### config.mk
export PLATFORM = sky130hd
export DESIGN_NAME = random_bump_cleaning_sequencer
export DESIGN_NICKNAME = d
export VERILOG_FILES = /design/src/hdl/rbcs_pkg.sv /design/src/hdl/random_bump_cleaning_sequencer.sv /design/src/hdl/rbcs_cfg.sv /design/src/hdl/rbcs_core.sv
export SDC_FILE = /design/constraint.sdc
export NUM_CORES = 1
export LEC_CHECK = 0
export BUFFER_PORTS_ARGS = -buffer_cell sky130_fd_sc_hd__buf_2
export CAP_MARGIN = 20
export CORE_ASPECT_RATIO = 1.2
export CORE_MARGIN = 2
export CORE_UTILIZATION = 30
export CTS_CLUSTER_SIZE = 12
export DETAILED_ROUTE_END_ITERATION = 8
export SYNTH_ARGS = -nofsm -noshare
export SYNTH_HDL_FRONTEND = slang
export SYNTH_SLANG_ARGS = --single-unit
### constraint.sdc
create_clock -name clk -period 5.7 [get_ports clk]
set_input_delay 1.14 -clock clk [delete_from_list [all_inputs] [get_ports clk]]
set_output_delay 1.14 -clock clk [all_outputs]
set_load 0.02 [all_outputs]
### src/hdl/rbcs_pkg.sv
// Shared types, constants and helpers for the bump-and-turn cleaning sequencer.
package rbcs_pkg;

	// Sizing
	localparam int SPIN_ENTRIES   = 6;
	localparam int IR_SENSORS     = 10;
	localparam int SPIN_IDX_W     = (SPIN_ENTRIES > 1) ? $clog2(SPIN_ENTRIES) : 1;
	localparam int SPIN_TABLE_LEN = 6;
	localparam int CFG_IDX_W      = 3;
	localparam int CFG_DATA_W     = 16;
	localparam int IN_TDATA_W     = 96;
	localparam int OUT_TDATA_W    = 32;

	// Front IR sensors that lower the cruise ceiling: bits 0, 2, 4, 6, 7
	localparam logic [IR_SENSORS-1:0] IR_NEAR_MASK = IR_SENSORS'(8'hD5);

	// Spin durations in ms
	localparam logic [10:0] SPIN_MS [SPIN_TABLE_LEN] = '{
		11'd500, 11'd800, 11'd1000, 11'd1200, 11'd1500, 11'd2000
	};

	// Commands
	typedef enum logic [1:0] {
		CMD_STEP  = 2'd0,
		CMD_START = 2'd1,
		CMD_STOP  = 2'd2
	} cmd_e;

	// Phases
	typedef enum logic [2:0] {
		PH_CRUISE       = 3'd0,
		PH_REV_SPIN     = 3'd1,
		PH_SPIN         = 3'd2,
		PH_REV_RIGHT    = 3'd3,
		PH_FOLLOW_RIGHT = 3'd4,
		PH_REV_LEFT     = 3'd5,
		PH_FOLLOW_LEFT  = 3'd6
	} phase_e;

	// Configuration register indexes
	typedef enum logic [CFG_IDX_W-1:0] {
		CFG_REVERSE_PULSES    = 3'd0,
		CFG_EDGE_MIN_MS       = 3'd1,
		CFG_HEADING_TOLERANCE = 3'd2,
		CFG_CRUISE_SPEED      = 3'd3,
		CFG_NEAR_SPEED        = 3'd4,
		CFG_RAMP_STEP         = 3'd5,
		CFG_REVERSE_SPEED     = 3'd6,
		CFG_SPIN_SPEED        = 3'd7
	} cfg_idx_e;

	typedef struct packed {
		logic [15:0] reverse_pulses;
		logic [15:0] edge_min_ms;
		logic [11:0] heading_tolerance;
		logic [7:0]  cruise_speed;
		logic [7:0]  near_speed;
		logic [7:0]  ramp_step;
		logic [7:0]  reverse_speed;
		logic [7:0]  spin_speed;
	} cfg_t;

	typedef struct packed {
		logic [1:0]            cmd;
		logic [1:0]            bump_code;
		logic                  cliff_left;
		logic                  cliff_middle;
		logic                  cliff_right;
		logic [IR_SENSORS-1:0] ir_obstacles;
		logic [31:0]           wheel_pulses;
		logic [31:0]           now_ms;
		logic signed [12:0]    heading;
	} in_item_t;

	typedef struct packed {
		logic              set_speed;
		logic signed [8:0] left_speed;
		logic signed [8:0] right_speed;
		logic              edge_start;
		logic              edge_side;
		logic              edge_stop;
		logic [2:0]        phase;
		logic              running;
	} out_item_t;

	// Spin time for a table position; positions past the table use the last entry
	function automatic logic [10:0] spin_limit(input logic [SPIN_IDX_W-1:0] idx);
		logic [2:0] sel;
		sel = (32'(idx) < SPIN_TABLE_LEN) ? 3'(idx) : 3'(SPIN_TABLE_LEN - 1);
		return SPIN_MS[sel];
	endfunction

endpackage

### src/hdl/random_bump_cleaning_sequencer.sv
// Top level of the bump-and-turn cleaning sequencer: stream ports and staging registers.
//
// Usage:
//   s_* carries one control tick per item; m_* returns exactly one result per tick,
//   in order. cfg_wr_en/cfg_index/cfg_data write the eight settings; write them only
//   while no tick is in flight.
//   An accepted tick is held in an input register; the phase logic evaluates it and,
//   once the result register is empty or being read, loads the result register and
//   the strategy state together.
//   Throughput: one tick per cycle while m_tready is high; the next tick only needs the
//   state that the previous tick left, which the result-register edge already carries.
//   When m_tready is low the result register holds and one more tick waits in the
//   input register; s_tready falls only when both are full.
//   Reset clears the strategy (not running, cruise phase, ramp, marks and spin index
//   zero), empties both registers and loads the default settings.
module random_bump_cleaning_sequencer (
	input  logic                                clk,
	input  logic                                arst_n,
	// cmd[1:0], bump_code[3:2], cliff_left[4], cliff_middle[5], cliff_right[6],
	// ir_obstacles[16:7], wheel_pulses[48:17], now_ms[80:49], heading[93:81]
	input  logic [rbcs_pkg::IN_TDATA_W-1:0]     s_tdata,
	input  logic                                s_tvalid,
	output logic                                s_tready,
	// set_speed[0], left_speed[9:1], right_speed[18:10], edge_start[19],
	// edge_side[20], edge_stop[21], phase[24:22], running[25]
	output logic [rbcs_pkg::OUT_TDATA_W-1:0]    m_tdata,
	output logic                                m_tvalid,
	input  logic                                m_tready,
	input  logic                                cfg_wr_en,
	input  logic [rbcs_pkg::CFG_IDX_W-1:0]      cfg_index,
	input  logic [rbcs_pkg::CFG_DATA_W-1:0]     cfg_data
);

	rbcs_pkg::in_item_t   item_s1;
	logic                 valid_s1;
	rbcs_pkg::out_item_t  res_q;
	logic                 res_valid_q;
	rbcs_pkg::out_item_t  result;
	rbcs_pkg::cfg_t       cfg;
	rbcs_pkg::in_item_t   in_item;
	logic                 advance;

	// Unpack incoming item
	assign in_item.cmd          = s_tdata[1:0];
	assign in_item.bump_code    = s_tdata[3:2];
	assign in_item.cliff_left   = s_tdata[4];
	assign in_item.cliff_middle = s_tdata[5];
	assign in_item.cliff_right  = s_tdata[6];
	assign in_item.ir_obstacles = s_tdata[16:7];
	assign in_item.wheel_pulses = s_tdata[48:17];
	assign in_item.now_ms       = s_tdata[80:49];
	assign in_item.heading      = s_tdata[93:81];

	// Handshake
	assign advance  = valid_s1 && (!res_valid_q || m_tready);
	assign s_tready = !valid_s1 || advance;

	// Input stage
	always_ff @(posedge clk or negedge arst_n) begin
		if (!arst_n)
			valid_s1 <= 1'b0;
		else if (s_tready)
			valid_s1 <= s_tvalid;
	end

	always_ff @(posedge clk) begin
		if (s_tready && s_tvalid)
			item_s1 <= in_item;
	end

	// Result stage
	always_ff @(posedge clk or negedge arst_n) begin
		if (!arst_n)
			res_valid_q <= 1'b0;
		else if (advance)
			res_valid_q <= 1'b1;
		else if (m_tready)
			res_valid_q <= 1'b0;
	end

	always_ff @(posedge clk) begin
		if (advance)
			res_q <= result;
	end

	rbcs_cfg u_cfg (
		.clk       (clk),
		.arst_n    (arst_n),
		.cfg_wr_en (cfg_wr_en),
		.cfg_index (cfg_index),
		.cfg_data  (cfg_data),
		.cfg       (cfg)
	);

	rbcs_core u_core (
		.clk     (clk),
		.arst_n  (arst_n),
		.step_en (advance),
		.item    (item_s1),
		.cfg     (cfg),
		.result  (result)
	);

	// Pack outgoing item
	assign m_tvalid = res_valid_q;
	assign m_tdata  = {
		6'd0,
		res_q.running,
		res_q.phase,
		res_q.edge_stop,
		res_q.edge_side,
		res_q.edge_start,
		res_q.right_speed,
		res_q.left_speed,
		res_q.set_speed
	};

endmodule

### src/hdl/rbcs_cfg.sv
// Configuration register file for the cleaning sequencer.
module rbcs_cfg (
	input  logic                             clk,
	input  logic                             arst_n,
	input  logic                             cfg_wr_en,
	input  logic [rbcs_pkg::CFG_IDX_W-1:0]   cfg_index,
	input  logic [rbcs_pkg::CFG_DATA_W-1:0]  cfg_data,
	output rbcs_pkg::cfg_t                   cfg
);

	rbcs_pkg::cfg_t cfg_q;

	// Register writes, reset to defaults
	always_ff @(posedge clk or negedge arst_n) begin
		if (!arst_n) begin
			cfg_q.reverse_pulses    <= 16'd140;
			cfg_q.edge_min_ms       <= 16'd3000;
			cfg_q.heading_tolerance <= 12'd500;
			cfg_q.cruise_speed      <= 8'd180;
			cfg_q.near_speed        <= 8'd120;
			cfg_q.ramp_step         <= 8'd20;
			cfg_q.reverse_speed     <= 8'd120;
			cfg_q.spin_speed        <= 8'd100;
		end else if (cfg_wr_en) begin
			unique case (rbcs_pkg::cfg_idx_e'(cfg_index))
				rbcs_pkg::CFG_REVERSE_PULSES:    cfg_q.reverse_pulses    <= cfg_data;
				rbcs_pkg::CFG_EDGE_MIN_MS:       cfg_q.edge_min_ms       <= cfg_data;
				rbcs_pkg::CFG_HEADING_TOLERANCE: cfg_q.heading_tolerance <= cfg_data[11:0];
				rbcs_pkg::CFG_CRUISE_SPEED:      cfg_q.cruise_speed      <= cfg_data[7:0];
				rbcs_pkg::CFG_NEAR_SPEED:        cfg_q.near_speed        <= cfg_data[7:0];
				rbcs_pkg::CFG_RAMP_STEP:         cfg_q.ramp_step         <= cfg_data[7:0];
				rbcs_pkg::CFG_REVERSE_SPEED:     cfg_q.reverse_speed     <= cfg_data[7:0];
				rbcs_pkg::CFG_SPIN_SPEED:        cfg_q.spin_speed        <= cfg_data[7:0];
				default: ;
			endcase
		end
	end

	assign cfg = cfg_q;

endmodule

### src/hdl/rbcs_core.sv
// Phase sequencer: strategy state and per-tick command logic.
module rbcs_core (
	input  logic                 clk,
	input  logic                 arst_n,
	input  logic                 step_en,
	input  rbcs_pkg::in_item_t   item,
	input  rbcs_pkg::cfg_t       cfg,
	output rbcs_pkg::out_item_t  result
);

	rbcs_pkg::phase_e                    phase_q, phase_n;
	logic                                active_q, active_n;
	logic [7:0]                          ramp_q, ramp_n;
	logic [31:0]                         mark_pulses_q, mark_pulses_n;
	logic [31:0]                         mark_time_q, mark_time_n;
	logic signed [12:0]                  mark_heading_q, mark_heading_n;
	logic [rbcs_pkg::SPIN_IDX_W-1:0]     spin_idx_q, spin_idx_n;

	logic                                hit, double_hit, ir_near, rev_done;
	logic [7:0]                          ceiling;
	logic [8:0]                          ramp_sum;
	logic [31:0]                         pulse_delta, time_delta;
	logic signed [13:0]                  head_diff;
	logic [12:0]                         head_mag;
	logic signed [8:0]                   ls, rs;
	logic                                set_speed, e_start, e_side, e_stop;

	// State register
	always_ff @(posedge clk or negedge arst_n) begin
		if (!arst_n) begin
			phase_q        <= rbcs_pkg::PH_CRUISE;
			active_q       <= 1'b0;
			ramp_q         <= '0;
			mark_pulses_q  <= '0;
			mark_time_q    <= '0;
			mark_heading_q <= '0;
			spin_idx_q     <= '0;
		end else if (step_en) begin
			phase_q        <= phase_n;
			active_q       <= active_n;
			ramp_q         <= ramp_n;
			mark_pulses_q  <= mark_pulses_n;
			mark_time_q    <= mark_time_n;
			mark_heading_q <= mark_heading_n;
			spin_idx_q     <= spin_idx_n;
		end
	end

	// Shared datapath terms
	assign hit         = (item.bump_code != 2'd0) || item.cliff_left || item.cliff_middle
		|| item.cliff_right;
	assign double_hit  = (item.bump_code == 2'd3) || item.cliff_left || item.cliff_middle
		|| item.cliff_right;
	assign ir_near     = |(item.ir_obstacles & rbcs_pkg::IR_NEAR_MASK);
	assign ceiling     = ir_near ? cfg.near_speed : cfg.cruise_speed;
	assign ramp_sum    = {1'b0, ramp_q} + {1'b0, cfg.ramp_step};
	assign pulse_delta = item.wheel_pulses - mark_pulses_q;
	assign time_delta  = item.now_ms - mark_time_q;
	assign rev_done    = pulse_delta >= {16'd0, cfg.reverse_pulses};
	assign head_diff   = 14'(mark_heading_q) - 14'(item.heading);
	assign head_mag    = head_diff[13] ? 13'(-head_diff) : head_diff[12:0];

	// Next state and commands
	always_comb begin
		phase_n        = phase_q;
		active_n       = active_q;
		ramp_n         = ramp_q;
		mark_pulses_n  = mark_pulses_q;
		mark_time_n    = mark_time_q;
		mark_heading_n = mark_heading_q;
		spin_idx_n     = spin_idx_q;
		set_speed      = 1'b0;
		e_start        = 1'b0;
		e_side         = 1'b0;
		e_stop         = 1'b0;
		ls             = '0;
		rs             = '0;

		if (item.cmd == rbcs_pkg::CMD_START) begin
			active_n    = 1'b1;
			phase_n     = rbcs_pkg::PH_CRUISE;
			mark_time_n = '0;
		end else if (item.cmd == rbcs_pkg::CMD_STOP) begin
			active_n    = 1'b0;
			phase_n     = rbcs_pkg::PH_CRUISE;
			mark_time_n = '0;
			e_stop      = 1'b1;
		end else if (item.cmd == rbcs_pkg::CMD_STEP && active_q) begin
			unique case (phase_q)
				rbcs_pkg::PH_CRUISE: begin
					set_speed = 1'b1;
					if (hit) begin
						ls            = 9'd0 - {1'b0, cfg.reverse_speed};
						rs            = 9'd0 - {1'b0, cfg.reverse_speed};
						mark_pulses_n = item.wheel_pulses;
						ramp_n        = '0;
						if (double_hit)
							phase_n = rbcs_pkg::PH_REV_SPIN;
						else if (item.bump_code == 2'd2)
							phase_n = rbcs_pkg::PH_REV_RIGHT;
						else
							phase_n = rbcs_pkg::PH_REV_LEFT;
					end else begin
						if (ramp_q < ceiling)
							ramp_n = ramp_sum[8] ? 8'hFF : ramp_sum[7:0];
						ls = {1'b0, ramp_n};
						rs = {1'b0, ramp_n};
					end
				end
				rbcs_pkg::PH_REV_SPIN: begin
					if (rev_done) begin
						mark_heading_n = item.heading;
						mark_time_n    = item.now_ms;
						set_speed      = 1'b1;
						// even time spins left wheel backward
						if (!item.now_ms[0]) begin
							ls = 9'd0 - {1'b0, cfg.spin_speed};
							rs = {1'b0, cfg.spin_speed};
						end else begin
							ls = {1'b0, cfg.spin_speed};
							rs = 9'd0 - {1'b0, cfg.spin_speed};
						end
						phase_n = rbcs_pkg::PH_SPIN;
					end
				end
				rbcs_pkg::PH_REV_RIGHT, rbcs_pkg::PH_REV_LEFT: begin
					if (rev_done) begin
						mark_heading_n = item.heading;
						mark_time_n    = item.now_ms;
						e_start        = 1'b1;
						e_side         = (phase_q == rbcs_pkg::PH_REV_LEFT);
						phase_n        = (phase_q == rbcs_pkg::PH_REV_LEFT)
							? rbcs_pkg::PH_FOLLOW_LEFT : rbcs_pkg::PH_FOLLOW_RIGHT;
					end
				end
				rbcs_pkg::PH_SPIN: begin
					spin_idx_n = (spin_idx_q == rbcs_pkg::SPIN_IDX_W'(rbcs_pkg::SPIN_ENTRIES - 1))
						? '0 : spin_idx_q + 1'b1;
					if (time_delta >= 32'(rbcs_pkg::spin_limit(spin_idx_n)))
						phase_n = rbcs_pkg::PH_CRUISE;
				end
				rbcs_pkg::PH_FOLLOW_RIGHT, rbcs_pkg::PH_FOLLOW_LEFT: begin
					if (time_delta >= {16'd0, cfg.edge_min_ms}
						&& head_mag <= {1'b0, cfg.heading_tolerance}) begin
						e_stop  = 1'b1;
						phase_n = rbcs_pkg::PH_CRUISE;
					end
				end
				default: phase_n = rbcs_pkg::PH_CRUISE;
			endcase
		end

		result.set_speed   = set_speed;
		result.left_speed  = ls;
		result.right_speed = rs;
		result.edge_start  = e_start;
		result.edge_side   = e_side;
		result.edge_stop   = e_stop;
		result.phase       = phase_n;
		result.running     = active_n;
	end

endmodule

==> impl_results.md <==
* Length of the first detailed-routing pass in iterations at 7
* Die area at 62550 µm²
* Final worst clock skew at 20.02 ps
* Worst EP required at 5990 ps
* Peak VDD IR at 198.1 µV
* Worst setup SP type: register
* Layout cell share with drive strength beyond 1 at 17.46%
* Number of clock sinks at 292
* Num CTS Buffers at 36
* Filler cells at 6016
* Synth Register Bits at 292
* Post-synthesis sequential area ratio at 43.59%
* MaxCap Viol Count at 0
* I/O Buffers at 140
* Routability cong. at 0.8426
* Slew @ Worst Pin at 975.5 ps
* Reg2reg start: item_s1[0]
* DRC Markers at 0
* Most used DFF post-synth: dfrtp_1
* Post-synth EDFFs at 114
* Hold bufs inserted after CTS at 0
* Yosys warns at 0
* Status: finished clean
* Final setup fails at 0
* Critical path's largest stage delay at 530 ps
* Htree depth at 2
* Core area at 59710 µm²
* Netlist cell types at 86
* Via count at 13866
* Hold Vio Cnt, Final at 0
* Lkg Pwr at 8.982 nW
* Syn Std Cell Area at 18170 µm²
* Register Area at 7919 µm²
* Worst-skew pair later-pin latency at 560 ps
* Worst path slowest cell: nor4b_1
* Die X at 228.6 µm
* Initial Utilization at 30.42%
* GRT Util Overall at 14.44%
* First-pass GRT wire length at 73040 µm
* Min Tclk post-route at 5145 ps
* Worst slew margin at 34.61%
* Final period util at 90.26%
* Min-delay src: u_core.mark_time_q[15]
* CP Launch Point: item_s1[0]
* Hpwl dp at 33910 µm
* FMAX at 194.4 MHz
* Sum Neg Setup Slack at 0 ps
* CP arrival at 5430 ps
* Final WL at 44860 µm
* Multi-input logic area at 9368 µm²
* Area grow syn2layout at 15.21%
* Clk buf depth at 3
* Setup crit end kind: register
* Post_cts resized at 0
* Drt wl/cell at 15.84 µm
* Post-CTS Setup Bufs at 0
* Routed vias/inst at 4.894
* Clock-pin slew on the worst setup and hold paths at 60 ps
* Max Slew Vio Count at 0
* Final design utilization at 35.05%
* RSZ-0062 raised after global routing: false
* CP Max Fanout at 5
* Nets at 2278
* Pwr Density at 428.6 nW/µm²
* CP cell instances: ha_1, fa_1, nor2b_1, o31a_1, or4b_2, nand3_1, nor4b_1, a21oi_1, xnor2_1, ha_1, nor2b_1, o21ai_0, nand2b_1, a21oi_1, o21ai_0, a221oi_1, buf_4, a211oi_2, a221oi_1, o2bb2ai_1
* Async S/R FF share, synth at 60.96%
* ANT cells at 0
* Avg Cell Area, Syn at 9.705 µm²
* CTS Root Buffer Type: clkbuf_16
* FP Rows at 98
* CTS tree: yes
* ANT nets after route at 0
* Die H at 273.6 µm
* Largest net degree at the start of global routing at 97
* GRT overflow at 0
* Number of global-route vias before repair at 13841
* Total power at 0.008970 W
* Setup CP Type: register to register
* Highest-count cells in the layout ignoring fill and taps: nand2_1 (245), o21ai_0 (175), inv_1 (160)
* Synth Instances at 1872
* Commonest non-fill, non-tap cell in the layout: nand2_1
* Initial antenna violation count at 0
* I/O pin total at 154
* Min-Delay Path Class: register to register
* First DRT Iteration DRCs at 808
==> metrics by stage <==
step	hold WS, ps	setup WS [ps]	std cells	area [µm²]
2_1_floorplan	449.8	1252	1877	18190
3_3_place_gp	461.8	629.6	2765	19750
3_5_place_dp	470.1	556.5	2766	19750
4_1_cts	483.4	514.1	2832	20920
5_1_grt	494.0	77.60	2833	20930
6_report	474.4	555.4	2833	20930
==> metal layers <==
layer / global-route usage [%] / vias up / part of all wire [%]
li1: - / 6953 / -
met1: 17.72 / 6561 / 44
met2: 25.64 / 274 / 50
met5: 0 / - / 0
met3: 2.323 / 78 / 3.5
met4: 4.988 / 0 / 2.9
==> layout make-up <==
class / count / share of cell area, %
Tap cell: 800 / 4.782
Inverter: 161 / 2.887
Timing Repair Buffer: 160 / 4.143
Multi-Input combinational cell: 1354 / 44.76
Clock inverter: 15 / 0.6755
Sequential cell: 292 / 37.83
Clock buffer: 51 / 4.920
==> Yosys cell counts, types with 10 or more instances <==
library cell / instances / area (µm²)
mux2i_1: 15 / 150.1
o21ai_0: 175 / 875.8
nand3_1: 16 / 80.08
nor2_1: 78 / 292.8
edfxtp_1: 114 / 3423
o221a_2: 10 / 112.6
ha_1: 149 / 1864
nand2b_1: 23 / 143.9
dfstp_2: 33 / 867.1
nor3_1: 37 / 185.2
a211oi_1: 15 / 112.6
o21a_1: 21 / 157.7
xnor2_1: 54 / 473.0
a21oi_1: 122 / 610.6
dfrtp_1: 145 / 3628
a21o_1: 38 / 285.3
xor2_1: 30 / 262.8
nor2b_1: 12 / 75.07
mux2_2: 58 / 653.1
o211ai_1: 18 / 135.1
inv_1: 160 / 600.6
or3_1: 17 / 106.4
nand4_1: 25 / 156.4
buf_2: 13 / 65.06
and2_1: 10 / 62.56
o31ai_1: 13 / 97.59
clkbuf_1: 44 / 165.2
a211o_1: 10 / 87.58
nand2_1: 245 / 919.6
==> kinds of logic (layout without fill, tap and decap cells) <==
kind of cell | after synthesis | in the layout | share of synthesized area (%)
simple gates | 511 | 511 | 13.11
fa+ha+maj | 153 | 153 | 10.70
buf+inv | 231 | 387 | 5.131
xor+xnor | 84 | 84 | 4.050
other cells | 1 | 6 | 0.02064
compound gates | 521 | 521 | 18.48
mux | 79 | 79 | 4.917
flops | 292 | 292 | 43.59
==> state kept, by name, indices dropped and copies added (netlist names) <==
name and flops:
item_s1 89, m_tdata 25, m_tvalid 1, u_cfg.cfg 84
u_core.active_q 1, u_core.mark_heading_q 13, u_core.mark_pulses_q 32, u_core.mark_time_q 32
u_core.phase_q 3, u_core.ramp_q 8, u_core.spin_idx_q 3, valid_s1 1
==> critical path, delay by kind of cell (launching register included) <==
kind,cells,cell delay (ps)
AOI/OAI and AO/OA,9,1840
buffers and inverters,1,230
DFF,1,410
and+or+nand+nor,6,1220
adders and majority gates,3,940
xor gates and xnor gates,1,230
==> where the power goes <==
part / internal, W / total, W / switching, W
Sequential: 0.00262 / 0.00281 / 0.000188
Combinational: 0.00162 / 0.00390 / 0.00228
Clock: 0.00135 / 0.00227 / 0.000913
Total: 0.00559 / 0.00897 / 0.00338
==> worst paths after layout <==
kind,to,slack (ps),cells after the start
setup / recovery,m_tdata[23],560,20
hold / removal,u_core.mark_time_q[15],470,2
setup reg to reg,m_tdata[23],560,20
hold reg to reg,u_core.mark_time_q[15],470,2
max in group asynchronous,u_core.mark_time_q[24],3840,2
min in group asynchronous,u_core.mark_pulses_q[15],680,1
Note: power is estimated with default switching activity, not from simulation.
